File: config.mk
export PLATFORM = sky130hd
export DESIGN_NAME = go_back_n_sender_window
export DESIGN_NICKNAME = d
export VERILOG_FILES = /design/src/hw/rtl/gbnsw_pkg.sv /design/src/hw/rtl/go_back_n_sender_window.sv
export SDC_FILE = /design/constraint.sdc
export NUM_CORES = 1
export LEC_CHECK = 0
export BUFFER_PORTS_ARGS = -buffer_cell sky130_fd_sc_hd__buf_4
export CAP_MARGIN = 15
export CORE_MARGIN = 4
export CORE_UTILIZATION = 43
export CTS_BUF_LIST = sky130_fd_sc_hd__clkbuf_4
export DETAILED_ROUTE_END_ITERATION = 10
export SLEW_MARGIN = 20
export SYNTH_ARGS = -nofsm -noshare
export SYNTH_HDL_FRONTEND = slang
export SYNTH_SLANG_ARGS = --single-unit
File: constraint.sdc
create_clock -name clk -period 7.8 [get_ports clk]
set_input_delay 0.39 -clock clk [delete_from_list [all_inputs] [get_ports clk]]
set_output_delay 0.39 -clock clk [all_outputs]
set_load 0.005 [all_outputs]
File: src/hw/rtl/gbnsw_pkg.sv
// ----------------------------------------------------------------------------
// gbnsw_pkg: Go-Back-N sender window shared types
// Event and result beat layouts, event kinds, register indexes and the
// wrapped sequence helpers.
// ----------------------------------------------------------------------------
package gbnsw_pkg;

	localparam int SEQ_W       = 8;   // sequence numbers and window size
	localparam int FIELD_IDX_W = 16;  // frame index fields of a result beat
	localparam int FCOUNT_W    = 16;  // frame_count register
	localparam int KIND_W      = 3;
	localparam int CFG_IDX_W   = 2;
	localparam int CFG_DATA_W  = 16;

	localparam logic [KIND_W-1:0] KIND_START   = 3'd0;
	localparam logic [KIND_W-1:0] KIND_DONE    = 3'd1;
	localparam logic [KIND_W-1:0] KIND_TIMEOUT = 3'd2;
	localparam logic [KIND_W-1:0] KIND_ACK     = 3'd3;
	localparam logic [KIND_W-1:0] KIND_NACK    = 3'd4;

	localparam logic [CFG_IDX_W-1:0] REG_WINDOW_SIZE = 2'd0;
	localparam logic [CFG_IDX_W-1:0] REG_FRAME_COUNT = 2'd1;

	localparam logic [SEQ_W-1:0] WINDOW_RESET = 8'd4;

	typedef struct packed {
		logic [KIND_W-1:0] kind;
		logic [SEQ_W-1:0]  ack_num;
	} evt_t;

	typedef struct packed {
		logic                   send_frame;
		logic [FIELD_IDX_W-1:0] send_index;
		logic [SEQ_W-1:0]       send_seq;
		logic                   arm_timer;
		logic                   cancel_oldest_timer;
		logic                   cancel_all_timers;
		logic [SEQ_W-1:0]       timeout_seq;
		logic                   cancel_processing;
		logic                   start_processing;
		logic [FIELD_IDX_W-1:0] start_index;
		logic                   all_sent;
	} rslt_t;

	// Sequence modulus M = window + 1, a zero window counts as one.
	function automatic logic [SEQ_W:0] seq_modulus(logic [SEQ_W-1:0] ws);
		logic [SEQ_W-1:0] eff;
		eff = (ws == '0) ? SEQ_W'(1) : ws;
		return {1'b0, eff} + (SEQ_W+1)'(1);
	endfunction

	function automatic logic [SEQ_W-1:0] seq_inc(logic [SEQ_W-1:0] s, logic [SEQ_W:0] m);
		logic [SEQ_W:0] t;
		t = {1'b0, s} + (SEQ_W+1)'(1);
		return (t >= m) ? '0 : t[SEQ_W-1:0];
	endfunction

endpackage

File: src/hw/rtl/go_back_n_sender_window.sv
// ----------------------------------------------------------------------------
// go_back_n_sender_window: Go-Back-N ARQ sender window controller
// Takes one event beat (start, done, timeout, ack, nack) and returns one
// command beat: send/arm, cancel timers, cancel or start processing.
// ----------------------------------------------------------------------------
//
//  channel | signals                          | dir | beat
//  --------+----------------------------------+-----+-------------------------
//  evt     | evt_valid, evt_ready, evt        | in  | kind, ack_num
//  rslt    | rslt_valid, rslt_ready, rslt     | out | command flags and fields
//  cfg     | cfg_valid, cfg_ready, cfg_index, | in  | 0 window (data[7:0])
//          | cfg_data                         |     | 1 frame_count
//
//  Flow: one event beat per cycle while no window write is being worked and
//  the result register is free or drained. The window update runs between
//  the input register and the result register; an event waits in the input
//  register while the result is held. A window write recomputes the wrapped
//  sequence counters by a bit-serial remainder over the indices, with
//  evt_ready and cfg_ready low. Reset: window 4, frame_count 0, empty window.
// ----------------------------------------------------------------------------
module go_back_n_sender_window #(
	parameter int INDEX_WIDTH = 16
) (
	input  logic                                clk,
	input  logic                                arst_n,
	input  logic                                evt_valid,
	output logic                                evt_ready,
	input  gbnsw_pkg::evt_t                     evt,
	output logic                                rslt_valid,
	input  logic                                rslt_ready,
	output gbnsw_pkg::rslt_t                    rslt,
	input  logic                                cfg_valid,
	output logic                                cfg_ready,
	input  logic [gbnsw_pkg::CFG_IDX_W-1:0]     cfg_index,
	input  logic [gbnsw_pkg::CFG_DATA_W-1:0]    cfg_data
);

	localparam int SW    = gbnsw_pkg::SEQ_W;
	localparam int FW    = gbnsw_pkg::FIELD_IDX_W;
	localparam int CW    = (INDEX_WIDTH > gbnsw_pkg::FCOUNT_W) ? INDEX_WIDTH
	                                                          : gbnsw_pkg::FCOUNT_W;
	localparam int CNT_W = $clog2(INDEX_WIDTH + 1);
	localparam int BIT_W = $clog2(INDEX_WIDTH);
	localparam int LANES = 3;  // base, next, processing

	// configuration
	logic [SW-1:0]                        window_q;
	logic [gbnsw_pkg::FCOUNT_W-1:0]       frame_count_q;
	logic [SW:0]                          seq_mod;

	// window state
	logic [INDEX_WIDTH-1:0] base_index_q, end_index_q, next_index_q, proc_index_q;
	logic [SW-1:0]          base_seq_q, next_seq_q, proc_seq_q;
	logic                   busy_q;

	// next-state from the event in the input register
	logic [INDEX_WIDTH-1:0] base_index_d, end_index_d, next_index_d, proc_index_d;
	logic [SW-1:0]          base_seq_d, next_seq_d, proc_seq_d;
	logic                   busy_d;

	// input and result registers
	gbnsw_pkg::evt_t  evt_s1;
	logic             evt_valid_s1;
	gbnsw_pkg::rslt_t rslt_d, rslt_q;
	logic             rslt_valid_q;

	// bit-serial remainder lanes
	logic [CNT_W-1:0] cnt_q;
	logic [CNT_W-1:0] cnt_dec;
	logic [BIT_W-1:0] bit_idx;
	logic [SW-1:0]    rem_q [LANES];
	logic [SW-1:0]    rem_d [LANES];
	logic [LANES-1:0] lane_bit;
	logic             rem_busy;

	logic evt_acc, cfg_acc, advance;

	assign seq_mod  = gbnsw_pkg::seq_modulus(window_q);
	assign rem_busy = (cnt_q != '0);

	// an event taken together with a window write waits for the remainder unit
	assign advance   = evt_valid_s1 && !rem_busy && (!rslt_valid_q || rslt_ready);
	assign evt_ready = !rem_busy && (!evt_valid_s1 || advance);
	assign cfg_ready = !rem_busy && !evt_valid_s1;
	assign evt_acc   = evt_valid && evt_ready;
	assign cfg_acc   = cfg_valid && cfg_ready;

	assign rslt_valid = rslt_valid_q;
	assign rslt       = rslt_q;

	// ------------------------------------------------------------------
	// Remainder unit: index mod M, MSB first, one bit per cycle per lane.
	// The remainder stays below M <= 256, so it fits SW bits.
	// ------------------------------------------------------------------
	assign cnt_dec = cnt_q - CNT_W'(1);
	assign bit_idx = cnt_dec[BIT_W-1:0];

	always_comb begin
		lane_bit[0] = base_index_q[bit_idx];
		lane_bit[1] = next_index_q[bit_idx];
		lane_bit[2] = proc_index_q[bit_idx];
	end

	always_comb begin
		logic [SW:0] sh;
		for (int i = 0; i < LANES; i++) begin
			sh = {rem_q[i], lane_bit[i]};
			if (sh >= seq_mod) begin
				sh = sh - seq_mod;
			end
			rem_d[i] = sh[SW-1:0];
		end
	end

	// ------------------------------------------------------------------
	// Event step
	// ------------------------------------------------------------------
	always_comb begin
		logic                   tail;
		logic [CW-1:0]          fc_m1;
		logic [INDEX_WIDTH-1:0] last_index;
		logic [CW-1:0]          idx_ext;
		logic [CW-1:0]          fc_ext;
		logic [SW-1:0]          base_inc;

		rslt_d       = '0;
		tail         = 1'b0;
		base_index_d = base_index_q;
		end_index_d  = end_index_q;
		next_index_d = next_index_q;
		proc_index_d = proc_index_q;
		base_seq_d   = base_seq_q;
		next_seq_d   = next_seq_q;
		proc_seq_d   = proc_seq_q;
		busy_d       = busy_q;
		fc_ext       = CW'(frame_count_q);
		fc_m1        = fc_ext - CW'(1);
		last_index   = fc_m1[INDEX_WIDTH-1:0];
		base_inc     = gbnsw_pkg::seq_inc(base_seq_q, seq_mod);
		idx_ext      = CW'(proc_index_q);

		unique case (evt_s1.kind)
			gbnsw_pkg::KIND_START: begin
				tail = 1'b1;
			end
			gbnsw_pkg::KIND_DONE: begin
				if (busy_q) begin
					rslt_d.send_frame = 1'b1;
					rslt_d.send_index = idx_ext[FW-1:0];
					rslt_d.send_seq   = proc_seq_q;
					rslt_d.arm_timer  = 1'b1;
					busy_d            = 1'b0;
				end
				tail = 1'b1;
			end
			gbnsw_pkg::KIND_TIMEOUT: begin
				rslt_d.timeout_seq       = base_seq_q;
				rslt_d.cancel_all_timers = 1'b1;
				rslt_d.cancel_processing = busy_q;
				next_index_d             = base_index_q;
				next_seq_d               = base_seq_q;
				busy_d                   = 1'b0;
				tail                     = 1'b1;
			end
			gbnsw_pkg::KIND_ACK: begin
				// only the ack right after the base, with a frame issued past it
				if (evt_s1.ack_num == base_inc && next_index_q != base_index_q) begin
					base_index_d = base_index_q + INDEX_WIDTH'(1);
					base_seq_d   = base_inc;
					if (end_index_q != last_index) begin
						end_index_d = end_index_q + INDEX_WIDTH'(1);
					end
					rslt_d.cancel_oldest_timer = 1'b1;
					tail                       = 1'b1;
				end
			end
			gbnsw_pkg::KIND_NACK: begin
				// nack for the base rewinds like a timeout, without timeout_seq
				if (evt_s1.ack_num == base_seq_q) begin
					rslt_d.cancel_all_timers = 1'b1;
					rslt_d.cancel_processing = busy_q;
					next_index_d             = base_index_q;
					next_seq_d               = base_seq_q;
					busy_d                   = 1'b0;
					tail                     = 1'b1;
				end
			end
			default: begin
			end
		endcase

		// issue the next frame into processing when idle and inside the window
		if (tail && !busy_d && next_index_d <= end_index_d &&
		    CW'(next_index_d) < fc_ext) begin
			idx_ext                 = CW'(next_index_d);
			rslt_d.start_processing = 1'b1;
			rslt_d.start_index      = idx_ext[FW-1:0];
			proc_index_d            = next_index_d;
			proc_seq_d              = next_seq_d;
			busy_d                  = 1'b1;
			next_index_d            = next_index_d + INDEX_WIDTH'(1);
			next_seq_d              = gbnsw_pkg::seq_inc(next_seq_d, seq_mod);
		end

		rslt_d.all_sent = (CW'(next_index_d) >= fc_ext);
	end

	// ------------------------------------------------------------------
	// Control and state registers
	// ------------------------------------------------------------------
	always_ff @(posedge clk or negedge arst_n) begin
		if (!arst_n) begin
			window_q      <= gbnsw_pkg::WINDOW_RESET;
			frame_count_q <= '0;
			base_index_q  <= '0;
			end_index_q   <= INDEX_WIDTH'(gbnsw_pkg::WINDOW_RESET - SW'(1));
			next_index_q  <= '0;
			proc_index_q  <= '0;
			base_seq_q    <= '0;
			next_seq_q    <= '0;
			proc_seq_q    <= '0;
			busy_q        <= 1'b0;
			cnt_q         <= '0;
			for (int i = 0; i < LANES; i++) begin
				rem_q[i] <= '0;
			end
		end else if (cfg_acc) begin
			if (cfg_index == gbnsw_pkg::REG_WINDOW_SIZE) begin
				logic [SW:0] m_new;
				m_new = gbnsw_pkg::seq_modulus(cfg_data[SW-1:0]);
				window_q    <= cfg_data[SW-1:0];
				end_index_q <= base_index_q + INDEX_WIDTH'(m_new - (SW+1)'(1))
				               - INDEX_WIDTH'(1);
				cnt_q       <= CNT_W'(INDEX_WIDTH);
				for (int i = 0; i < LANES; i++) begin
					rem_q[i] <= '0;
				end
			end else if (cfg_index == gbnsw_pkg::REG_FRAME_COUNT) begin
				frame_count_q <= cfg_data;
			end
		end else if (rem_busy) begin
			cnt_q <= cnt_dec;
			for (int i = 0; i < LANES; i++) begin
				rem_q[i] <= rem_d[i];
			end
			if (cnt_q == CNT_W'(1)) begin
				base_seq_q <= rem_d[0];
				next_seq_q <= rem_d[1];
				proc_seq_q <= rem_d[2];
			end
		end else if (advance) begin
			base_index_q <= base_index_d;
			end_index_q  <= end_index_d;
			next_index_q <= next_index_d;
			proc_index_q <= proc_index_d;
			base_seq_q   <= base_seq_d;
			next_seq_q   <= next_seq_d;
			proc_seq_q   <= proc_seq_d;
			busy_q       <= busy_d;
		end
	end

	// input register
	always_ff @(posedge clk or negedge arst_n) begin
		if (!arst_n) begin
			evt_valid_s1 <= 1'b0;
		end else if (evt_acc) begin
			evt_valid_s1 <= 1'b1;
		end else if (advance) begin
			evt_valid_s1 <= 1'b0;
		end
	end

	always_ff @(posedge clk) begin
		if (evt_acc) begin
			evt_s1 <= evt;
		end
	end

	// result register
	always_ff @(posedge clk or negedge arst_n) begin
		if (!arst_n) begin
			rslt_valid_q <= 1'b0;
		end else if (advance) begin
			rslt_valid_q <= 1'b1;
		end else if (rslt_ready) begin
			rslt_valid_q <= 1'b0;
		end
	end

	always_ff @(posedge clk) begin
		if (advance) begin
			rslt_q <= rslt_d;
		end
	end

endmodule
# After elaboration in Yosys (flattened, before gate mapping)
# Cells that the tools add are included.
[word_totals]
reg_bits = 210
input_bits = 34
out_inout_bits = 58
elab_cells = 170
[classes]
add_sub_neg = 15
n_lt_le_gt_ge = 9
eq_ne = 13
mux = 59
bitwise = 3
reduce_logical = 42
[op_table]
columns = ["operator", "count"]
rows = [
  ["2-to-1 mux 8 bit", 21],
  ["2-to-1 mux 16 bit", 9],
  ["2-to-1 mux 24 bit", 3],
  ["adder 16 x 1 -> 16 bit, second input constant", 3],
  ["greater-or-equal comparator 9 bit", 5],
  ["adder 8 x 1 -> 9 bit, second input constant", 4],
  ["inequality test 16 bit", 2],
  ["one-hot mux 16 bit (2 select lines)", 1],
  ["subtractor 16 x 1 -> 16 bit, second input constant", 2],
  ["2-to-1 mux 26 bit", 1],
  ["subtractor 8 bit", 3],
  ["2-to-1 mux 17 bit", 1],
  ["adder 16 bit", 1],
  ["equality test 8 bit", 2],
  ["greater-or-equal comparator 16 bit", 1],
  ["<= comparator 16 bit", 1],
  ["zero test 8 bit", 2],
  ["< comparator 16 bit", 1],
  ["one-hot mux 8 bit (2 select lines)", 1],
  ["nonzero test 2 bit", 8],
  ["2-to-1 mux 5 bit", 3],
  ["binary-select mux 1 bit (select 4 bit)", 3],
  ["2-to-1 mux 1 bit", 12],
  ["AND reduction 3 bit", 4],
  ["other kinds (23)", 47],
]

# Longest topological paths before layout
# Gate-level depths: netlist of the first run.
[depth]
depth_word = 15
mapped_depth = 38
mapped_depth_nobuf = 36

# Worst setup path before layout of the first run
# No wires, ideal clock.
[synth_path]
path_type = "register -> register"
from = "register base_seq_q[1]"
to = "register rslt_q (netlist bit rslt[0]) (data pin)"
setup_ps = 267
arrival_time_ps = 6954
t_required_ps = 7533
setup_slack_ps = 579
stages_incl_launch_ff = 35
path_buffers = 3
period_less_slack_ps = 7221
cell_sequence = "dfrtp_1 ha_1 nand3_2 xnor2_1 ha_1 a21o_1 a21o_1 a211oi_1 o221ai_4 and2_1 and3_1 o2111ai_1 clkbuf_1 nor2_1 xnor2_1 ha_1 a21oi_1 o21ai_0 o21ai_0 a31oi_1 nor3_2 o21ai_2 buf_6 buf_6 mux2_2 ha_1 a21o_1 a21o_1 a21o_1 a21o_1 a21o_1 a211oi_1 o31ai_1 a2111oi_0 o21ai_0"
[synth_lines]
columns = ["item", "line_no", "rtl"]
rows = [
  ["start: declaration", "go_back_n_sender_window.sv:53", "logic [SW-1:0] base_seq_q, next_seq_q, proc_seq_q;"],
  ["start signal: assignment", "go_back_n_sender_window.sv:247", "base_seq_q <= rem_d[0];"],
  ["start signal: assignment", "go_back_n_sender_window.sv:256", "base_seq_q <= base_seq_d;"],
  ["end signal: assignment", "go_back_n_sender_window.sv:293", "rslt_q <= rslt_d;"],
  ["end: declaration", "go_back_n_sender_window.sv:64", "gbnsw_pkg::rslt_t rslt_d, rslt_q;"],
]

==> qor.yml, run 1 <==
floorplanning:
  initial_core_util: 0.4394
  die_w_microns: 194.0
  num_rows: 67
  die_h_microns: 194.0
  die_area_sq_mm: 0.03765
  ios: 92
  core_sq_mm: 0.03387
final_layout:
  drive_gt1_frac: 0.1867
  fill_cells: 3214
  finalCoreUtilization: 0.5108
  area_growth_pct: 16.24
  layout.nets: 1875
cts:
  clkLatencyLatePin_ns: 0.80
  cts_buffers: 57
  cts_tree: "yes"
  clock_path_buffers: 3
  htree_levels: 2
  path_clk_slew_ns: 0.07
  cts_sinks: 209
  cts_root_buf: "clkbuf_4"
critical_path:
  endpoint: "rslt[0]"
  path_depth: 35
  r2r_slack_ns: 0.41
  slowest_delay_ns: 0.52
  crit_type: "flip-flop to flip-flop"
  critPathMaxFanout: 19
  cpMaxStageDelayCell: "or4_1"
  r2r-end: "rslt[0]"
  r2r-start: "base_seq_q[0]"
  worst_r2r_path_depth: 35
  end_kind: "flip-flop"
  path_buf_inv: 3
  path_common_cell: "a21o_1"
  crit_path_start_kind: "flip-flop"
  cp-startpoint: "base_seq_q[0]"
  cp.arrival_ns: 7.91
  crit_family: "compound AO/OA/AOI/OAI gates"
  worstPathRequired_ns: 8.32
global_route:
  grt_pass1_vias: 12253
  globalRouteOverflowTotal: 0
  antenna_found_initial: 1
  grt_use_total: 0.2343
  grt_pass1_wl_microns: 70080
  grt_max_degree: 93
detailed_routing:
  dr.pass1.iters: 5
  drtAntennaViolNets: 0
  vias: 12503
  drtIter0Drc: 967
  wl_per_cell_microns: 20.27
  highest_layer: "met4"
  dr_wl_met3_microns: 2943
  routed_wirelength_microns: 44820
  wl_met1_microns: 21580
  drc_errors: 0
  wl_met2_microns: 19220
  via_per_inst: 5.655
timing:
  period_share: 0.9478
  drv_slew: 0
  finalSetupViolations: 0
  period_needed_ns: 7.393
  finalHoldViolCount: 0
  clock_skew_ns: 0.06357
  holdWs_ns: 0.1410
  finalSetupTns_ns: 0
  timing.fmax_ghz: 0.1353
  tightest_slew_ns: 1.076
  maxSlewHeadroom: 0.2735
synth:
  syn_area_sq_mm: 0.01488
  synth_cells: 1552
  synth_edf_count: 65
  yosys_warnings: 0
  synth_ff_type: "dfrtp_1"
  ys_async_sr_fraction: 0.6890
  synthDistinctLibCells: 94
  synth-seq-cells: 209
  seq_area_frac_synth: 0.3735
  syn_nets: 1714
  synth_area_per_cell_sq_um: 9.589
min_path:
  min_path_type: "input pin to flip-flop"
placed_design:
  gp_congestion: 0.9210
  hpwl_microns: 33470
  numPortBuffers: 91
status:
  status: "completed"
power:
  p_per_area_mw_per_mm2: 397.5
  total_power_mw: 6.877
  power.leakage_nw: 7.676
  ir_drop_mv: 0.1696
flow_run:
  maxCapViolCount: 0
## kinds of logic (layout without fill, tap and decap cells)
| kind of cell | after synthesis | in the layout | synth area share |
|---|---|---|---|
| AO/OA/AOI/OAI | 332 | 332 | 0.1471 |
| XOR/XNOR | 132 | 132 | 0.07912 |
| adder cells (fa/ha/maj) | 129 | 129 | 0.1103 |
| buffers and inverters | 174 | 384 | 0.04775 |
| flip-flops | 209 | 209 | 0.3735 |
| multiplexers | 96 | 96 | 0.07920 |
| other | 0 | 1 | 0 |
| AND/OR/NAND/NOR | 480 | 480 | 0.1629 |
## final cells by class
type | count | area (sq um) | share of cell area
clock buffer | 78 | 585.6 | 0.03385
timing repair buffer | 165 | 1345 | 0.07775
inverter | 111 | 422.9 | 0.02445
tap | 448 | 560.5 | 0.03240
clock inverter | 30 | 135.1 | 0.007811
antenna | 1 | 2.502 | 0.0001447
sequential | 209 | 5559 | 0.3214
multi-input combinational | 1169 | 8688 | 0.5022
## sequential cells by signal, indices dropped and copies added, names as in the netlist
| signal | cells |
|---|---|
| frame_count_q | 16 |
| base_index_q | 16 |
| cnt_q | 5 |
| evt_s1 | 11 |
| next_seq_q | 8 |
| rslt | 54 |
| window_q | 8 |
| next_index_q | 16 |
| evt_valid_s1 | 1 |
| base_seq_q | 8 |
| rslt_valid | 1 |
| rem_q | 24 |
| end_index_q | 16 |
| proc_index_q | 16 |
| busy_q | 1 |
| proc_seq_q | 8 |
## cells in the final DEF (no fill, tap or decap), drive strengths merged, types with 5 or more instances in the layout
cell / Yosys / final
nand2b: 8 / 8
nor2: 104 / 104
a31oi: 12 / 12
o21ai: 122 / 122
inv: 110 / 111
nor3: 27 / 27
o31ai: 10 / 10
o21a: 7 / 7
xnor2: 81 / 81
nand2: 146 / 146
a21oi: 68 / 68
buf: 19 / 135
xor2: 50 / 50
o21bai: 5 / 5
a211oi: 9 / 9
and2: 19 / 19
o221ai: 5 / 5
and3: 34 / 34
mux2i: 42 / 42
mux2: 41 / 41
nor4: 25 / 25
ha: 124 / 124
or3: 8 / 8
clkinv: 1 / 30
dlygate4sd3: 0 / 29
nand3: 38 / 38
a31o: 5 / 5
nor2b: 14 / 14
o211ai: 10 / 10
edfxtp: 65 / 65
a21o: 21 / 21
mux4: 13 / 13
dfrtp: 141 / 141
o311ai: 7 / 7
nand4: 35 / 35
clkbuf: 44 / 79
## power by group
part           switching [mW]  internal, mW
combinational            2.35          1.71
clock                   0.513         0.472
sequential              0.348          1.48
## per-stage QoR
stage | setup slack [ns] | cells | instance area [sq um]
6_report | 0.4069 | 2211 | 17300
5_1_grt | -0.001995 | 2211 | 17300
4_1_cts | 0.05505 | 2203 | 17150
3_5_place_dp | -0.06250 | 2066 | 16130
3_3_place_gp | 0.1024 | 2066 | 16130
2_1_floorplan | 0.5789 | 1552 | 14880
## worst min-delay path by stage
stage	start	end	slack (ns)	cells past startpoint
after floorplan	arst_n	base_index_q[0]	0.09	0
after global placement	rem_q[7]	rem_q[7]	0.47	2
after detailed placement	rem_q[15]	rem_q[15]	0.48	2
after CTS	cfg_index[0]	window_q[0]	0.04	5
after global routing	cfg_index[0]	window_q[0]	0.11	5
final	cfg_index[0]	window_q[0]	0.14	5
## Yosys cell counts (5+ instances only)
library cell  number  share of area
a21oi_1           66          0.022
dfrtp_1          141           0.24
nand2b_1           8         0.0034
xnor2_1           80          0.047
a211oi_1           8         0.0040
nor2_1           104          0.026
a21o_1            21          0.011
buf_2              6         0.0020
o21ai_0          112          0.038
mux4_2            13          0.020
and2_1            18         0.0076
or3_1              8         0.0034
ha_1             124           0.10
and3_1            34          0.014
buf_4              7         0.0035
nor2b_1           14         0.0059
o21ai_1            9         0.0030
nand3_1           35          0.012
mux2i_1           41          0.028
a31o_2             5         0.0029
nor3_1            24         0.0081
o21bai_1           5         0.0025
xor2_1            50          0.029
clkbuf_1          43          0.011
nand2_1          146          0.037
edfxtp_1          65           0.13
nand4_1           34          0.014
a31oi_1           11         0.0046
o31ai_1           10         0.0050
nor4_2             8         0.0067
o21a_1             7         0.0035
mux2_2            41          0.031
inv_1            109          0.027
o211ai_1           8         0.0040
nor4_1            17         0.0071
## what timing repair did
item / 4_1_cts / 5_1_grt
hold endpoints to repair: 126 / 0
setup endpoints to repair: 1 / 1
pin swaps: 0 / 5
cloned: 0 / 1
gates resized for setup: 1 / 20
hold buffers: 29 / 0
setup buffers: 0 / 6
## per-layer routing
metal  global-route usage  up-vias
li1                     -     5990
met1               0.3452     6057
met2               0.3469      387
met3              0.04900       69
met4              0.07214        0
met5                    0        -
## worst reg2reg max path: cells and delay by family, from the launching register on
kind	cells	cell delay (ns)
flops	1	0.39
compound gates	16	2.81
simple gates	10	2.02
xor+xnor	1	0.11
mux	1	0.29
fa+ha+maj	4	1.16
buf+inv	3	0.45
Note: power is estimated with default switching activity, not from simulation.
==> run 2: changes to the inputs <==
--- a/config.mk
+++ b/config.mk
@@ -11,6 +11,7 @@
 export CORE_UTILIZATION = 43
 export CTS_BUF_LIST = sky130_fd_sc_hd__clkbuf_4
 export DETAILED_ROUTE_END_ITERATION = 10
+export PLACE_DENSITY = 0.69
 export SLEW_MARGIN = 20
 export SYNTH_ARGS = -nofsm -noshare
 export SYNTH_HDL_FRONTEND = slang
==> qor.yml, run 2 (same netlist as run 1, synthesis figures left out) <==
min_path:
  min_path_type: "input pin to flip-flop"
power:
  combPwrFrac: 0.588
  pwr-share-clk: 0.148
  p_seq_frac: 0.264
  total_power_mw: 6.930
  p_per_area_mw_per_mm2: 401.3
  swShare: 0.4625
  power.leakage_nw: 7.651
  ir_drop_mv: 0.1786
  power.switching_mw: 3.205
  power.internal_mw: 3.725
detailed_routing:
  wl_met2_microns: 19930
  highest_layer: "met4"
  drtIter0Drc: 1160
  via_per_inst: 5.724
  dr_wl_met3_microns: 3332
  routed_wirelength_microns: 44390
  drc_errors: 0
  wl_per_cell_microns: 20.16
  drtAntennaViolNets: 0
  dr.pass1.iters: 8
  wl_met1_microns: 19840
  vias: 12604
flow_run:
  maxCapViolCount: 0
critical_path:
  worst_r2r_path_depth: 33
  worstPathRequired_ns: 8.30
  r2r-end: "rslt[0]"
  cpMaxStageDelayCell: "dfstp_2"
  cp.arrival_ns: 7.91
  crit_path_start_kind: "flip-flop"
  cp-startpoint: "window_q[2]"
  slowest_delay_ns: 0.57
  critPathMaxFanout: 14
  endpoint: "rslt[0]"
  end_kind: "flip-flop"
  r2r-start: "window_q[2]"
  r2r_slack_ns: 0.39
  path_common_cell: "a21o_1"
  crit_type: "flip-flop to flip-flop"
final_layout:
  area_growth_pct: 16.03
  fill_cells: 3201
  largest_reg_flops: 54
  final_area_sq_mm: 0.01727
  layout_commonest_cell: "nand2_1"
  layout.nets: 1869
  seq_area_sq_mm: 0.005559
  drive_gt1_frac: 0.1843
  multi_input_area_sq_mm: 0.008682
  mostFrequentLayoutCells: "nand2_1 (146), dfrtp_1 (141), buf_4 (128)"
global_route:
  grt_max_degree: 80
  grt_pass1_wl_microns: 69780
  grt_use_total: 0.2302
  antenna_found_initial: 2
  globalRouteOverflowTotal: 0
  grt_pass1_vias: 12316
floorplanning:
  core_sq_mm: 0.03387
  die_w_microns: 194.0
  ios: 92
  die_area_sq_mm: 0.03765
  initial_core_util: 0.4394
  die_h_microns: 194.0
  num_rows: 67
cts:
  clkLatencyLatePin_ns: 0.75
  cts_tree: "yes"
  cts_buffers: 56
  clock_path_buffers: 3
  cts_root_buf: "clkbuf_4"
  htree_levels: 2
  path_clk_slew_ns: 0.07
  cts_sinks: 209
status:
  status: "completed"
placed_design:
  gp_congestion: 0.9510
  place_area_sq_mm: 0.01610
  numPortBuffers: 91
  hpwl_microns: 33120
timing:
  rsz0062_at_grt: "no"
  clock_skew_ns: 0.06285
  maxSlewHeadroom: 0.2284
  finalHoldViolCount: 0
  timing.fmax_ghz: 0.1350
  tightest_slew_ns: 1.152
  finalSetupViolations: 0
  period_needed_ns: 7.406
  period_share: 0.9495
  drv_slew: 0
-- run 2: changes by cell type in the layout (fill, tap and decap cells not counted), sizes merged --
cell and change:
clkinv -7, buf -4, bufinv +2, clkinvlp +1
inv -1
-- run 2: power by group through the flow --
stage	Sequential [mW]	Clock, mW	Combinational, mW
2_1_floorplan	1.71	0	2.90
3_3_place_gp	1.83	0	3.87
3_5_place_dp	1.84	0	3.97
4_1_cts	1.82	1.06	4.00
5_1_grt	1.88	1.12	4.51
6_report	1.83	1.03	4.07
-- run 2: timing repair --
item,in CTS,in global routing
buffers inserted,0,7
endpoints found under the setup margin,1,1
hold buffers,29,0
resized for setup,1,18
endpoints found under the hold margin,106,0
pin swaps,0,4
-- run 2: worst min path at each step --
stage | end | cells after the start | from
finish | end_index_q[15] | 5 | cfg_index[1]
global route | end_index_q[15] | 5 | cfg_index[1]
CTS | end_index_q[15] | 5 | cfg_index[1]
detailed placement | rem_q[7] | 2 | rem_q[7]
global placement | proc_seq_q[2] | 1 | proc_seq_q[2]
floorplan | base_index_q[0] | 0 | arst_n
-- run 2: final cells by class --
| type | instances | area share |
|---|---|---|
| antenna | 1 | 0.0001449 |
| clock buffer | 79 | 0.03435 |
| clock inverter | 25 | 0.008912 |
| inverter | 111 | 0.02449 |
| multi-input combinational | 1169 | 0.5028 |
| sequential | 209 | 0.3219 |
| tap | 448 | 0.03246 |
| timing repair buffer | 160 | 0.07492 |
-- run 2: critical path, delay by kind of cell (launching register included) --
kind	cells	cell delay, ns
compound gates	20	3.87
fa+ha+maj	3	0.85
flops	1	0.57
simple gates	5	1.10
xor+xnor	3	0.53
buf+inv	2	0.28
-- run 2: metrics by stage --
step / std cells / hold slack [ns] / util / worst slack (ns) / setup TNS, ns
final: 2202 / 0.1709 / 0.5099 / 0.3942 / 0
after floorplan: 1552 / 0.09441 / - / 0.5789 / 0
after global routing: 2202 / 0.1824 / 0.5099 / 0.03070 / 0
after CTS: 2194 / 0.1120 / 0.5061 / 0.1035 / 0
after global placement: 2061 / 0.4699 / 0.4753 / 0.1505 / 0
after detailed placement: 2061 / 0.4837 / 0.4753 / -0.01738 / -0.01738
-- run 2: metal layers --
metal / vias up / track usage
li1: 5949 / -
met1: 6076 / 0.3314
met2: 498 / 0.3528
met3: 81 / 0.04292
met4: 0 / 0.07396
met5: - / 0
==> run 3: changes to the inputs <==
--- a/config.mk
+++ b/config.mk
@@ -12,6 +12,7 @@
 export CTS_BUF_LIST = sky130_fd_sc_hd__clkbuf_4
 export DETAILED_ROUTE_END_ITERATION = 10
 export PLACE_DENSITY = 0.69
+export REMOVE_ABC_BUFFERS = 1
 export SLEW_MARGIN = 20
 export SYNTH_ARGS = -nofsm -noshare
 export SYNTH_HDL_FRONTEND = slang
==> qor.yml, run 3 (same netlist as run 1, synthesis figures left out) <==
placed_design:
  gp_congestion: 0.9470
  place_ws_ns: 0.003218
  numPortBuffers: 91
  place_area_sq_mm: 0.01615
  hpwl_microns: 32240
  dp_cells: 2068
critical_path:
  cpMaxStageDelayCell: "or4_1"
  crit_type: "flip-flop to flip-flop"
  critPathMaxFanout: 12
  cp-startpoint: "base_seq_q[0]"
  endpoint: "rslt[0]"
  end_kind: "flip-flop"
  cp.arrival_ns: 7.89
  worst_r2r_path_depth: 32
  worstPathRequired_ns: 8.25
  slowest_delay_ns: 0.52
  crit_path_start_kind: "flip-flop"
  r2r-end: "rslt[0]"
  path_common_cell: "a21o_1"
  r2r_slack_ns: 0.36
  r2r-start: "base_seq_q[0]"
final_layout:
  final_cells: 2202
  seq_area_sq_mm: 0.005559
  finalCoreUtilization: 0.5111
  fill_cells: 3079
  largest_reg_flops: 54
  mostFrequentLayoutCells: "nand2_1 (146), dfrtp_1 (141), buf_4 (132)"
  layout.nets: 1870
  final_area_sq_mm: 0.01731
  drive_gt1_frac: 0.1951
  multi_input_area_sq_mm: 0.008706
  area_growth_pct: 16.31
  layout_commonest_cell: "nand2_1"
detailed_routing:
  drtIter0Drc: 1122
  dr.pass1.iters: 5
  drc_errors: 0
  wl_per_cell_microns: 19.84
  vias: 12718
  drtAntennaViolNets: 0
  routed_wirelength_microns: 43680
  via_per_inst: 5.776
timing:
  period_share: 0.9539
  finalSetupTns_ns: 0
  clock_skew_ns: 0.06223
  finalHoldViolCount: 0
  setup_slack_ns: 0.3598
  holdWs_ns: 0.1652
  maxSlewHeadroom: 0.2694
  drv_slew: 0
  period_needed_ns: 7.440
  tightest_slew_ns: 1.096
  timing.fmax_ghz: 0.1344
  finalSetupViolations: 0
global_route:
  grt_pass1_wl_microns: 69480
  grt_max_degree: 86
  globalRouteOverflowTotal: 0
  antenna_found_initial: 1
  grt_use_total: 0.2255
  grt_pass1_vias: 12483
cts:
  cts_sinks: 209
  path_clk_slew_ns: 0.07
  cts_root_buf: "clkbuf_4"
  cts_tree: "yes"
  clock_path_buffers: 3
  htree_levels: 2
  clkLatencyLatePin_ns: 0.76
  cts_buffers: 54
power:
  power.internal_mw: 3.750
  p_per_area_mw_per_mm2: 401.3
  p_seq_frac: 0.263
  ir_drop_mv: 0.1763
  swShare: 0.4601
  combPwrFrac: 0.587
  pwr-share-clk: 0.150
  power.switching_mw: 3.196
  power.leakage_nw: 7.673
  total_power_mw: 6.946
flow_run:
  maxCapViolCount: 0
floorplanning:
  die_w_microns: 194.0
  die_h_microns: 194.0
  ios: 92
  die_area_sq_mm: 0.03765
  core_sq_mm: 0.03387
  initial_core_util: 0.4394
  num_rows: 67
min_path:
  min_path_type: "input pin to flip-flop"
status:
  status: "completed"
==> run 3: changes by cell type in the layout (fill, tap and decap cells not counted), moves of 2 or more <==
| cell | change |
|---|---|
| buf_4 | +4 |
| nor2_1 | -2 |
| clkinv_1 | -13 |
| nor2_2 | +2 |
| clkbuf_4 | +12 |
==> run 3: worst min-delay path by stage <==
stage	slack [ns]	end	cells past startpoint	start
6_report	0.17	window_q[0]	5	cfg_index[1]
4_1_cts	0.12	window_q[0]	5	cfg_index[1]
3_5_place_dp	0.47	proc_seq_q[2]	1	proc_seq_q[2]
2_1_floorplan	0.09	base_index_q[0]	0	arst_n
3_3_place_gp	0.47	proc_seq_q[2]	1	proc_seq_q[2]
5_1_grt	0.17	window_q[1]	4	cfg_index[1]
==> run 3: critical path, delay by kind of cell, from the launching register on <==
| family | cells | cell delay (ns) |
|---|---|---|
| XOR/XNOR | 1 | 0.18 |
| buffers and inverters | 2 | 0.23 |
| multiplexers | 1 | 0.29 |
| AO/OA/AOI/OAI | 16 | 3.14 |
| AND/OR/NAND/NOR | 8 | 1.79 |
| adder cells (fa/ha/maj) | 4 | 1.12 |
| flip-flops | 1 | 0.39 |
==> run 3: what timing repair did <==
item                                   in CTS  in global routing
endpoints found under the hold margin     115                  0
pin swaps                                   0                  6
hold buffers                               29                  0
resized for setup                           1                 20
setup endpoints to repair                   1                  1
setup buffers                               0                  3
==> run 3: layout make-up <==
type                    instances  area share
diodes                          1   0.0001446
multi-input cells            1169      0.5030
repair buffers                163     0.07532
flip-flops and latches        209      0.3212
clock inverters                10    0.004265
well taps                     448     0.03238
clock buffers                  91     0.03947
inverters                     111     0.02429
==> run 3: power groups by stage <==
| stage | combinational (mW) | clock (mW) | sequential [mW] |
|---|---|---|---|
| after floorplan | 2.78 | 0 | 1.77 |
| after global placement | 3.85 | 0 | 1.82 |
| after detailed placement | 3.97 | 0 | 1.83 |
| after CTS | 3.99 | 1.06 | 1.81 |
| after global routing | 4.50 | 1.13 | 1.87 |
| final | 4.08 | 1.04 | 1.82 |
==> run 3: routing by layer <==
layer | part of all wire | GRT usage | vias to the layer above
met4 | 0.030 | 0.07240 | 0
met5 | 0 | 0 | -
met2 | 0.44 | 0.3419 | 522
met1 | 0.46 | 0.3287 | 6162
li1 | - | - | 5940
met3 | 0.071 | 0.03997 | 94
